[config.mk]
export PLATFORM = sky130hd
export DESIGN_NAME = piecewise_linear_contrast_stretch
export DESIGN_NICKNAME = d
export VERILOG_FILES = /design/src/design/plcs_pkg.sv /design/src/design/piecewise_linear_contrast_stretch.sv
export SDC_FILE = /design/constraint.sdc
export NUM_CORES = 1
export LEC_CHECK = 0
export ABC_CLOCK_PERIOD_IN_PS = 9000
export BUFFER_PORTS_ARGS = -buffer_cell sky130_fd_sc_hd__buf_2
export CAP_MARGIN = 10
export CORE_MARGIN = 2
export CORE_UTILIZATION = 58
export CTS_CLUSTER_DIAMETER = 80
export DETAILED_ROUTE_END_ITERATION = 10
export PLACE_DENSITY = 0.78
export RECOVER_POWER = 25
export SKIP_LAST_GASP = 1
export SLEW_MARGIN = 5
export SYNTH_ARGS = -nofsm -noshare
export SYNTH_HDL_FRONTEND = slang
export SYNTH_SLANG_ARGS = --single-unit
[constraint.sdc]
create_clock -name clk -period 9 [get_ports clk]
set_input_delay 1.8 -clock clk [delete_from_list [all_inputs] [get_ports clk]]
set_output_delay 1.8 -clock clk [all_outputs]
set_load 0.03 [all_outputs]
[src/design/plcs_pkg.sv]
package plcs_pkg;

  // Pixel and register widths
  localparam int PIX_W     = 8;
  localparam int CFG_IDX_W = 8;

  localparam logic [PIX_W-1:0] MAX_LEVEL = 8'hFF;

  // Register indexes on the configuration port
  localparam logic [CFG_IDX_W-1:0] REG_IN_LOW   = 8'd0;
  localparam logic [CFG_IDX_W-1:0] REG_IN_HIGH  = 8'd1;
  localparam logic [CFG_IDX_W-1:0] REG_OUT_LOW  = 8'd2;
  localparam logic [CFG_IDX_W-1:0] REG_OUT_HIGH = 8'd3;

  // Divider geometry: dividend 2*dy*dp + den < 2^18, divisor 2*den < 2^9,
  // quotient fits in a pixel
  localparam int REM_W      = 18;
  localparam int DIV_W      = 9;
  localparam int QUOT_W     = PIX_W;
  localparam int BITS_PER_ST = 2;
  localparam int DIV_STAGES = QUOT_W / BITS_PER_ST;

  // Segment stage: offsets of the pixel on its selected segment
  typedef struct packed {
    logic             last;
    logic             err;
    logic [PIX_W-1:0] y0;
    logic [PIX_W-1:0] dy;
    logic [PIX_W-1:0] dp;
    logic [PIX_W-1:0] den;
  } seg_stage_t;

  // Divider stage: partial remainder and quotient so far
  typedef struct packed {
    logic              last;
    logic              err;
    logic [PIX_W-1:0]  y0;
    logic [REM_W-1:0]  rem;
    logic [DIV_W-1:0]  dvs;
    logic [QUOT_W-1:0] quo;
  } div_stage_t;

endpackage

[src/design/piecewise_linear_contrast_stretch.sv]
// Each accepted input beat moves through seven register stages, the first loading on
// accept and the last being the output register. Throughput: one pixel per cycle while
// out_stall does not hold a beat at the output; segment select, 8x8 multiply, four divider
// stages of two quotient bits each, and a final offset add are all registered.
// Reset (rst_n low, synchronous): pipeline valids clear, breakpoints return to
// (0,0) and (255,255). The configuration port is always ready.
module piecewise_linear_contrast_stretch (
  input  logic                           clk,
  input  logic                           rst_n,
  // configuration write channel
  input  logic                           cfg_valid,
  output logic                           cfg_ready,
  input  logic [plcs_pkg::CFG_IDX_W-1:0] cfg_index,
  input  logic [plcs_pkg::PIX_W-1:0]     cfg_data,
  // pixel input channel
  input  logic                           in_valid,
  output logic                           in_stall,
  input  logic [plcs_pkg::PIX_W-1:0]     in_pixel_in,
  input  logic                           in_last_in,
  // pixel result channel
  output logic                           out_valid,
  input  logic                           out_stall,
  output logic [plcs_pkg::PIX_W-1:0]     out_pixel_out,
  output logic                           out_last_out,
  output logic                           out_config_error
);

  localparam int PW = plcs_pkg::PIX_W;
  localparam int NS = plcs_pkg::DIV_STAGES;

  logic [PW-1:0] in_low_r, in_high_r, out_low_r, out_high_r;

  logic                  pipe_en;
  logic                  seg_vld_r;
  plcs_pkg::seg_stage_t  seg_r, seg_nxt;
  logic [NS:0]           dv_vld_r;
  plcs_pkg::div_stage_t  dv_r   [0:NS];
  plcs_pkg::div_stage_t  dv_nxt [0:NS];
  logic                  out_vld_r;
  logic [PW-1:0]         pix_r, pix_nxt;
  logic                  last_r, err_r;

  // Advance the whole pipe unless a finished beat is held at the output
  assign pipe_en   = !(out_vld_r && out_stall);
  assign in_stall  = !pipe_en;
  assign cfg_ready = 1'b1;

  // Configuration registers; unknown indexes are dropped
  always_ff @(posedge clk) begin
    if (!rst_n) begin
      in_low_r   <= '0;
      in_high_r  <= plcs_pkg::MAX_LEVEL;
      out_low_r  <= '0;
      out_high_r <= plcs_pkg::MAX_LEVEL;
    end else if (cfg_valid) begin
      case (cfg_index)
        plcs_pkg::REG_IN_LOW:   in_low_r   <= cfg_data;
        plcs_pkg::REG_IN_HIGH:  in_high_r  <= cfg_data;
        plcs_pkg::REG_OUT_LOW:  out_low_r  <= cfg_data;
        plcs_pkg::REG_OUT_HIGH: out_high_r <= cfg_data;
        default: ;
      endcase
    end
  end

  // Stage 1: pick the segment and form its offsets
  always_comb begin
    logic [PW-1:0] x0, y0, x1, y1;
    if (in_pixel_in < in_low_r) begin
      x0 = '0;         y0 = '0;
      x1 = in_low_r;   y1 = out_low_r;
    end else if (in_pixel_in > in_high_r) begin
      x0 = in_high_r;  y0 = out_high_r;
      x1 = plcs_pkg::MAX_LEVEL;
      y1 = plcs_pkg::MAX_LEVEL;
    end else begin
      x0 = in_low_r;   y0 = out_low_r;
      x1 = in_high_r;  y1 = out_high_r;
    end
    seg_nxt.last = in_last_in;
    seg_nxt.err  = (in_low_r >= in_high_r) || (out_low_r >= out_high_r);
    seg_nxt.y0   = y0;
    seg_nxt.dy   = y1 - y0;
    seg_nxt.dp   = in_pixel_in - x0;
    seg_nxt.den  = x1 - x0;
  end

  always_ff @(posedge clk) begin
    if (!rst_n) begin
      seg_vld_r <= 1'b0;
    end else if (pipe_en) begin
      seg_vld_r <= in_valid;
    end
  end

  always_ff @(posedge clk) begin
    if (pipe_en) begin
      seg_r <= seg_nxt;
    end
  end

  // Stage 2: multiply and build dividend 2*dy*dp + den over divisor 2*den
  always_comb begin
    logic [2*PW-1:0] prod;
    prod = seg_r.dy * seg_r.dp;
    dv_nxt[0].last = seg_r.last;
    dv_nxt[0].err  = seg_r.err;
    dv_nxt[0].y0   = seg_r.y0;
    dv_nxt[0].rem  = {1'b0, prod, 1'b0} + plcs_pkg::REM_W'(seg_r.den);
    dv_nxt[0].dvs  = {seg_r.den, 1'b0};
    dv_nxt[0].quo  = '0;
  end

  // Divider stages: restore two quotient bits per stage, MSB first
  genvar gi;
  generate
    for (gi = 0; gi < NS; gi++) begin : g_div
      localparam int HI = plcs_pkg::QUOT_W - 1 - plcs_pkg::BITS_PER_ST * gi;
      always_comb begin
        logic [plcs_pkg::REM_W-1:0] r, d_hi, d_lo;
        logic [plcs_pkg::QUOT_W-1:0] q;
        r    = dv_r[gi].rem;
        q    = dv_r[gi].quo;
        d_hi = plcs_pkg::REM_W'(dv_r[gi].dvs) << HI;
        d_lo = plcs_pkg::REM_W'(dv_r[gi].dvs) << (HI - 1);
        if (r >= d_hi) begin
          r     = r - d_hi;
          q[HI] = 1'b1;
        end
        if (r >= d_lo) begin
          r       = r - d_lo;
          q[HI-1] = 1'b1;
        end
        dv_nxt[gi+1]      = dv_r[gi];
        dv_nxt[gi+1].rem  = r;
        dv_nxt[gi+1].quo  = q;
      end
    end
  endgenerate

  always_ff @(posedge clk) begin
    if (!rst_n) begin
      dv_vld_r <= '0;
    end else if (pipe_en) begin
      dv_vld_r <= {dv_vld_r[NS-1:0], seg_vld_r};
    end
  end

  always_ff @(posedge clk) begin
    if (pipe_en) begin
      for (int i = 0; i <= NS; i++) begin
        dv_r[i] <= dv_nxt[i];
      end
    end
  end

  // Output stage: add the segment base, force zero on a bad curve
  assign pix_nxt = dv_r[NS].err ? '0 : (dv_r[NS].y0 + dv_r[NS].quo);

  always_ff @(posedge clk) begin
    if (!rst_n) begin
      out_vld_r <= 1'b0;
    end else if (pipe_en) begin
      out_vld_r <= dv_vld_r[NS];
    end
  end

  always_ff @(posedge clk) begin
    if (pipe_en) begin
      pix_r  <= pix_nxt;
      last_r <= dv_r[NS].last;
      err_r  <= dv_r[NS].err;
    end
  end

  assign out_valid        = out_vld_r;
  assign out_pixel_out    = pix_r;
  assign out_last_out     = last_r;
  assign out_config_error = err_r;

endmodule

==> flow_metrics.env, run 1 <==
export IMPL_fin_ws_ns=2.81
export IMPL_htree_levels=1
export IMPL_crit_path_end_kind="flop"
export IMPL_wl_per_cell_um=15.6
export IMPL_tightest_slew_ns=0.973
export IMPL_dieArea_um2=30300
export IMPL_syn_cell_area_um2=16800
export IMPL_cts_sinks=253
export IMPL_switchingPower_mw=3.08
export IMPL_clock_power_share_pct=15.5
export IMPL_slew_headroom_pct=35.2
export IMPL_muxShareOfSynthArea_pct=3.62
export IMPL_synth_edff_count=214
export IMPL_fin_nets=1852
export IMPL_root_buffer="clkbuf_16"
export IMPL_crit_family="compound AO/OA/AOI/OAI gates"
export IMPL_startpoint_type="flop"
export IMPL_synth_nets=1809
export IMPL_cp_max_fo=17
export IMPL_grt_pass1_vias=11200
export IMPL_grt_start_max_net_pins=142
export IMPL_async_flop_share_pct=0
export IMPL_hold_viol=0
export IMPL_ys_warn_count=0
export IMPL_die_height_um=174
export IMPL_critPathArrivalTime_ns=6.47
export IMPL_synth_top_flop_cell="edfxtp_1"
export IMPL_p_leak_nw=8.09
export IMPL_synth_top_area_share_pct=38.3
export IMPL_yosys_area_share_simple_pct=13.6
export IMPL_synth_top_family_by_area="adder cells"
export IMPL_synth_compound_area_share_pct=12.4
export IMPL_drc_errors=0
export IMPL_synth_area_leaders="edfxtp_1, ha_1, fa_1, dfxtp_1, inv_1"
export IMPL_numCtsBuffers=26
export IMPL_num_io_pins=43
export IMPL_worst_setup_path_type="flop to flop"
export IMPL_fin_crit_sh_pct=68.8
export IMPL_finalSetupViolCount=0
export IMPL_crit_chain="inv_1 -> ha_1 -> inv_1 -> fa_1 -> a211oi_1 -> o21bai_1 -> a21oi_1 -> o31a_4 -> clkinv_1 -> o21ai_0 -> inv_1 -> ha_1 -> nor2b_1 -> o31ai_1 -> a21oi_1 -> o41ai_1 -> o211ai_2 -> nor4b_4 -> nand4bb_1 -> mux2_4"
export IMPL_clock_latency_ns=0.54
export IMPL_ir_drop_mv=0.341
export IMPL_clockBufferDepth=3
export IMPL_multi_input_area_um2=8880
export IMPL_postCtsHoldBufs=0
export IMPL_gr_total_overflow=0
export IMPL_vias=11400
export IMPL_clock_skew_ns=0.0163
export IMPL_seqCellArea_um2=7210
export IMPL_syn_area_per_cell_um2=10.7
export IMPL_pre_cts_slack_ns=2.88
export IMPL_power_density_nw_per_um2=414
export IMPL_crit_path_top_delay_cell="nand4bb_1"
export IMPL_grt_setup_unrepaired="false"
export IMPL_p_int_mw=4.52
export IMPL_worstPathRequired_ns=9.28
export IMPL_cts_setup_buffers=0
export IMPL_dr_pass1_iters=5
export IMPL_power_frac_comb_pct=59.0
export IMPL_grt_pass1_wl_mm=52.6
export IMPL_total_power_mw=7.60
export IMPL_cts_tree="done"
export IMPL_layout_min_cycle_time_ns=6.19
export IMPL_post_cts_resize_count=0
export IMPL_synth_xor_area_share_pct=5.11
export IMPL_ys_types=78
export IMPL_swShare_pct=40.5
export IMPL_core_um2=28600
export IMPL_crit_buf_inv=4
export IMPL_portBuffers=41
export IMPL_yosys_area_share_adder_pct=18.0
export IMPL_ys_seq_area_share_pct=42.9
export IMPL_initial_utilization_pct=58.7
export IMPL_fmaxAchievable_mhz=162
export IMPL_track_usage_pct=20.8
export IMPL_max_stage_delay_ns=0.68
export IMPL_synth_common_cells="edfxtp_1, ha_1, inv_1"
export IMPL_die_w_um=174
export IMPL_slew_viol_final=0
export IMPL_drtIter0Drc=661
export IMPL_cp_common_cell="inv_1"
export IMPL_yosysTopAreaCell="edfxtp_1"
export IMPL_syn_to_final_growth_pct=9.24
export IMPL_antenna_cells=0
export IMPL_nFillCells=2192
export IMPL_drive_above_1_share_pct=8.10
export IMPL_antenna_found_initial=0
export IMPL_min_path_type="flop to flop"
export IMPL_hpwl_mm=24.0
export IMPL_vias_per_cell=5.65
export IMPL_yosysMostFrequentCell="edfxtp_1"
export IMPL_postSynthCellCount=1566
export IMPL_tns_ns=0
export IMPL_rows=62
export IMPL_seqPwrFrac_pct=25.5
export IMPL_drt_antenna_violating_nets=0
export IMPL_routabilityCongestion=0.910
export IMPL_status="finished, final reports clean"
export IMPL_wirelength_mm=31.5
export IMPL_maxCapViolations=0
export IMPL_cts_clk_slew_worst_paths_ns=0.06
export IMPL_yosys_register_bits=253
## final cells by class
| class | instances | area share [%] |
|---|---|---|
| multi-input cells | 1123 | 48.4 |
| clock buffers | 32 | 3.72 |
| repair buffers | 45 | 1.28 |
| flip-flops and latches | 253 | 39.3 |
| inverters | 160 | 3.27 |
| clock inverters | 16 | 1.46 |
| well taps | 384 | 2.62 |
## power by group through the flow
stage / registers, mW / clock network, mW / logic, mW
after global routing: 1.97 / 1.24 / 5.06
final: 1.94 / 1.18 / 4.48
after global placement: 1.95 / 0 / 4.29
after detailed placement: 1.96 / 0 / 4.45
after floorplan: 1.91 / 0 / 3.68
after CTS: 1.94 / 1.19 / 4.49
## flip-flops by register name (all words and copies together) (netlist names)
signal / cells
dv_r: 170
dv_nxt: 18
seg_r: 16
in_high_r: 8
in_low_r: 8
out_high_r: 8
out_low_r: 8
out_pixel_out: 8
dv_vld_r: 5
out_config_error: 1
out_last_out: 1
out_valid: 1
seg_vld_r: 1
## worst reg2reg max path, cell delays in order (launching register included)
cell       delay (ns)
edfxtp_1         0.38
inv_1            0.07
ha_1             0.16
inv_1            0.06
fa_1             0.41
a211oi_1         0.27
o21bai_1         0.18
a21oi_1          0.32
o31a_4           0.27
clkinv_1         0.23
o21ai_0          0.40
inv_1            0.08
ha_1             0.30
nor2b_1          0.15
o31ai_1          0.34
a21oi_1          0.18
o41ai_1          0.38
o211ai_2         0.20
nor4b_4          0.34
nand4bb_1        0.68
mux2_4           0.54
## cell families after synthesis
family          after synthesis
other cells                   1
simple gates                436
compound gates              318
flops                       253
buf+inv                     190
xor+xnor                     98
mux                          57
fa+ha+maj                   213
## final timing paths
kind,from,endpoint,slack (ns),cells after the start
max,dv_r[2][21],dv_r[3][26],2.81,20
max reg2reg,dv_r[2][21],dv_r[3][26],2.81,20
min,dv_r[3][38],dv_r[4][38],0.41,0
min reg2reg,dv_r[3][38],dv_r[4][38],0.41,0
## cells in the final DEF, fill, tap and decap left out, drive strengths merged, types with 45 or more instances in the layout
master and n:
a21oi 102, xnor2 61, nand2 118, fa 48, inv 158, nor2 87
ha 165, buf 45, edfxtp 214, o21ai 60, and2 57
## routing by layer
layer	share of wire (%)	vias up	wire (um)	global-route usage, %
met4	3.3	0	1030	7.00
met2	49	205	15600	36.4
met5	0	-	0	0
li1	-	5665	-	-
met1	44	5433	13900	26.9
met3	3.0	68	935	2.38
## stage by stage
stage | utilization (%) | instance area (um^2) | cells | hold WS (ns)
global placement | 60.8 | 17400 | 1965 | 0.400
CTS | 64.1 | 18400 | 2013 | 0.417
global route | 64.1 | 18400 | 2013 | 0.426
detailed placement | 60.8 | 17400 | 1965 | 0.405
finish | 64.1 | 18400 | 2013 | 0.411
floorplan | - | 16800 | 1566 | 0.400
Power figures use the tool's default switching activity.
==> run 2, diff against run 1 <==
ABC_CLOCK_PERIOD_IN_PS = 5070   (was 9000)
clock period = 5.07 ns   (was 9 ns; I/O delays follow)
==> flow_metrics.env, run 2 (same netlist as run 1, synthesis figures left out) <==
export IMPL_wl_per_cell_um=16.2
export IMPL_finalSetupViolCount=0
export IMPL_worst_setup_path_type="flop to flop"
export IMPL_slew_headroom_pct=-3.40
export IMPL_die_w_um=174
export IMPL_gr_total_overflow=0
export IMPL_startpoint_type="flop"
export IMPL_layout_min_cycle_time_ns=4.95
export IMPL_hold_viol=0
export IMPL_core_um2=28600
export IMPL_clock_skew_ns=0.0114
export IMPL_tns_ns=0
export IMPL_dp_cells=2004
export IMPL_antenna_cells=0
export IMPL_crit_path_end_kind="flop"
export IMPL_drtIter0Drc=639
export IMPL_dieArea_um2=30300
export IMPL_portBuffers=41
export IMPL_vias_per_cell=5.65
export IMPL_vias=11700
export IMPL_violations="capacitance limit, slew limit"
export IMPL_status="complete, but fails checks"
export IMPL_dr_pass1_iters=5
export IMPL_postCtsHoldBufs=0
export IMPL_clock_latency_ns=0.55
export IMPL_final_cell_mix="edfxtp_1, ha_1, inv_1, nand2_1, a21oi_1"
export IMPL_grt_pass1_vias=11300
export IMPL_wirelength_mm=33.4
export IMPL_fmaxAchievable_mhz=202
export IMPL_cts_tree="done"
export IMPL_root_buffer="clkbuf_16"
export IMPL_grt_pass1_wl_mm=53.7
export IMPL_numCtsBuffers=27
export IMPL_drc_errors=0
export IMPL_syn_to_final_growth_pct=12.1
export IMPL_htree_levels=1
export IMPL_largest_reg_flops=170
export IMPL_num_io_pins=43
export IMPL_slew_viol_final=41
export IMPL_clockBufferDepth=3
export IMPL_grt_start_max_net_pins=96
export IMPL_cp_max_fo=4
export IMPL_hold_ws_ns=0.413
export IMPL_initial_utilization_pct=58.7
export IMPL_maxCapViolations=1
export IMPL_routabilityCongestion=0.927
export IMPL_critPathArrivalTime_ns=5.24
export IMPL_regMostFlops="dv_r"
export IMPL_die_height_um=174
export IMPL_cts_sinks=253
export IMPL_grt_setup_unrepaired="true"
export IMPL_cts_clk_slew_worst_paths_ns=0.06
export IMPL_fin_crit_sh_pct=97.7
export IMPL_min_path_type="flop to flop"
export IMPL_fin_nets=1905
export IMPL_worstPathRequired_ns=5.35
export IMPL_final_common_cell="edfxtp_1"
export IMPL_fin_util_pct=65.8
export IMPL_drive_above_1_share_pct=12.7
export IMPL_antenna_found_initial=0
export IMPL_drt_antenna_violating_nets=0
export IMPL_stdcell_count=2067
export IMPL_track_usage_pct=21.4
export IMPL_tightest_slew_ns=1.55
export IMPL_r2r_setup_slack_ns=0.12
export IMPL_rows=62
export IMPL_hpwl_mm=24.9
[run 2: changes by cell type in the layout (fill, tap and decap cells not counted), moves of 5 or more]
cell / delta
ha_1: -5
bufinv_16: -5
buf_4: +48
clkbuf_1: +5
[run 2: per-stage QoR]
step                worst slack [ns]  instance area, um^2
global route                 -0.0931                18800
floorplan                     0.0557                16800
detailed placement           0.00136                17700
finish                         0.115                18800
global placement               0.130                17700
CTS                           0.0125                18600
[run 2: timing repair]
item	in CTS	in global routing
gates resized for setup	1	38
buffers inserted	0	13
setup endpoints to repair	1	40
gates cloned	0	0
pin swaps	0	19
hold endpoints to repair	0	0
[run 2: cell type report]
| type | count | area, um^2 |
|---|---|---|
| fill | 2107 | 9800 |
| multi-input combinational | 1123 | 9030 |
| sequential | 253 | 7210 |
| clock buffer | 36 | 751 |
| timing repair buffer | 97 | 611 |
| inverter | 160 | 601 |
| tap | 384 | 480 |
| clock inverter | 14 | 145 |
[run 2: critical path: stages, from the launching register on]
cell and delay, ns:
edfxtp_1 0.43, buf_4 0.17, and2_1 0.13, ha_1 0.21, fa_1 0.48, ha_1 0.29
inv_1 0.05, fa_1 0.52, inv_1 0.06, fa_1 0.47, ha_1 0.37, nand2_1 0.07
o21ai_0 0.49, o41ai_4 0.14, nor4_2 0.31, nor2b_2 0.21, nand4b_1 0.11, xor2_1 0.16
[run 2: routing by layer]
layer	GRT usage [%]	vias to the layer above	share of wire (%)
li1	-	5765	-
met5	0	-	0
met1	26.2	5590	42
met3	2.41	77	3.4
met2	39.6	238	52
met4	6.20	0	2.7
[run 2: final timing paths]
| path | startpoint | cells after the start | to |
|---|---|---|---|
| worst min register to register | dv_r[3][41] | 0 | dv_r[4][41] |
| worst max register to register | seg_r[17] | 17 | dv_r[0][33] |
| worst min-delay path | dv_r[3][41] | 0 | dv_r[4][41] |
| worst max-delay path | seg_r[17] | 17 | dv_r[0][33] |
Power of run 2 is left out: the tool's default activity adds up to more than one toggle a clock period on the data nets, which glitch-free logic cannot reach.
==> run 3, diff against run 2 <==
REMOVE_ABC_BUFFERS = 1   (was unset)
==> flow_metrics.env, run 3 (same netlist as run 1, synthesis figures left out) <==
export IMPL_crit_path_end_kind="flop"
export IMPL_initial_utilization_pct=58.7
export IMPL_top_layer="met4"
export IMPL_vias_per_cell=5.63
export IMPL_crit_path_top_delay_cell="fa_1"
export IMPL_tightest_slew_ns=1.05
export IMPL_cp_max_fo=5
export IMPL_slew_headroom_pct=30.1
export IMPL_critPathArrivalTime_ns=5.24
export IMPL_finalSetupViolCount=0
export IMPL_dr_pass1_iters=5
export IMPL_worst_r2r_cell_count=17
export IMPL_fin_nets=1900
export IMPL_die_w_um=174
export IMPL_root_buffer="clkbuf_16"
export IMPL_crit_family="adder cells"
export IMPL_wl_met2_mm=17.2
export IMPL_drtIter0Drc=641
export IMPL_grt_start_max_net_pins=201
export IMPL_antenna_found_initial=0
export IMPL_r2r_end="dv_r[0][32]"
export IMPL_fmaxAchievable_mhz=202
export IMPL_grt_pass1_wl_mm=53.9
export IMPL_worst_setup_path_type="flop to flop"
export IMPL_cts_clk_slew_worst_paths_ns=0.06
export IMPL_rows=62
export IMPL_nFillCells=2133
export IMPL_syn_to_final_growth_pct=12.4
export IMPL_cp_common_cell="fa_1"
export IMPL_drc_errors=0
export IMPL_crit_path_end="dv_r[0][32]"
export IMPL_htree_levels=1
export IMPL_numCtsBuffers=28
export IMPL_core_um2=28600
export IMPL_max_stage_delay_ns=0.54
export IMPL_crit_buf_inv=2
export IMPL_num_io_pins=43
export IMPL_dr_wl_met3_mm=1.19
export IMPL_track_usage_pct=21.5
export IMPL_worstPathRequired_ns=5.36
export IMPL_dieArea_um2=30300
export IMPL_gr_total_overflow=0
export IMPL_portBuffers=41
export IMPL_min_path_type="flop to flop"
export IMPL_met1_length_mm=13.8
export IMPL_final_cell_mix="edfxtp_1, ha_1, inv_1, nand2_1, a21oi_1"
export IMPL_regMostFlops="dv_r"
export IMPL_startpoint="seg_r[18]"
export IMPL_reg2reg_from="seg_r[18]"
export IMPL_maxCapViolations=0
export IMPL_grt_setup_unrepaired="true"
export IMPL_layout_min_cycle_time_ns=4.95
export IMPL_clock_latency_ns=0.56
export IMPL_drive_above_1_share_pct=12.5
export IMPL_hpwl_mm=24.8
export IMPL_r2r_setup_slack_ns=0.12
export IMPL_cts_sinks=253
export IMPL_postCtsHoldBufs=0
export IMPL_status="finished, final reports clean"
export IMPL_die_height_um=174
export IMPL_drt_antenna_violating_nets=0
export IMPL_grt_pass1_vias=11600
export IMPL_hold_viol=0
export IMPL_final_common_cell="edfxtp_1"
export IMPL_wl_per_cell_um=16.1
export IMPL_crit_cells=17
export IMPL_clock_skew_ns=0.0308
export IMPL_crit_chain="and2_4 -> fa_2 -> fa_1 -> inv_1 -> fa_1 -> fa_1 -> inv_1 -> ha_1 -> xnor2_1 -> ha_2 -> nand2_1 -> o21ai_1 -> nand2_1 -> or3_4 -> nor2_4 -> nand3_2 -> xor2_2"
export IMPL_clockBufferDepth=3
export IMPL_slew_viol_final=0
export IMPL_vias=11600
export IMPL_routabilityCongestion=0.939
export IMPL_antenna_cells=0
export IMPL_largest_reg_flops=170
export IMPL_cts_tree="done"
export IMPL_startpoint_type="flop"
export IMPL_hold_ws_ns=0.416
export IMPL_fin_crit_sh_pct=97.6
export IMPL_wirelength_mm=33.2
-- run 3: layout make-up --
type | instances | area, um^2 | share of cell area (%)
clock inverters | 18 | 258 | 1.37
repair buffers | 91 | 589 | 3.12
well taps | 384 | 480 | 2.55
flip-flops and latches | 253 | 7210 | 38.2
clock buffers | 34 | 723 | 3.83
multi-input cells | 1123 | 9010 | 47.8
inverters | 160 | 601 | 3.18
-- run 3: worst min path at each step --
stage,end,cells past startpoint,from
finish,dv_r[2][6],0,dv_r[1][6]
global route,dv_r[1][44],0,dv_r[0][44]
CTS,dv_r[2][6],0,dv_r[1][6]
detailed placement,dv_r[1][40],0,dv_r[0][40]
global placement,dv_r[3][37],0,dv_r[2][37]
floorplan,dv_r[0][17],0,dv_nxt[189]
-- run 3: per-layer routing --
metal	GRT usage [%]	vias up
met5	0	-
met4	6.51	0
met3	2.67	77
met2	39.8	221
met1	26.0	5562
li1	-	5763
-- run 3: timing repair --
action | 4_1_cts | 5_1_grt
endpoints found under the setup margin | 1 | 42
buffers inserted | 1 | 5
pin swaps | 0 | 18
gates resized for setup | 2 | 39
-- run 3: stage by stage --
step	TNS (ns)	setup slack [ns]	util [%]	instances	instance area, um^2
floorplan	-292.44	-3.79	-	1536	16700
global placement	0	0.145	61.8	2005	17700
detailed placement	-0.00203	-0.00203	61.8	2005	17700
CTS	0	0.000356	65.3	2058	18700
global route	-0.820	-0.0848	65.9	2063	18900
finish	0	0.122	65.9	2063	18900
Power of run 3 is left out for the same reason.
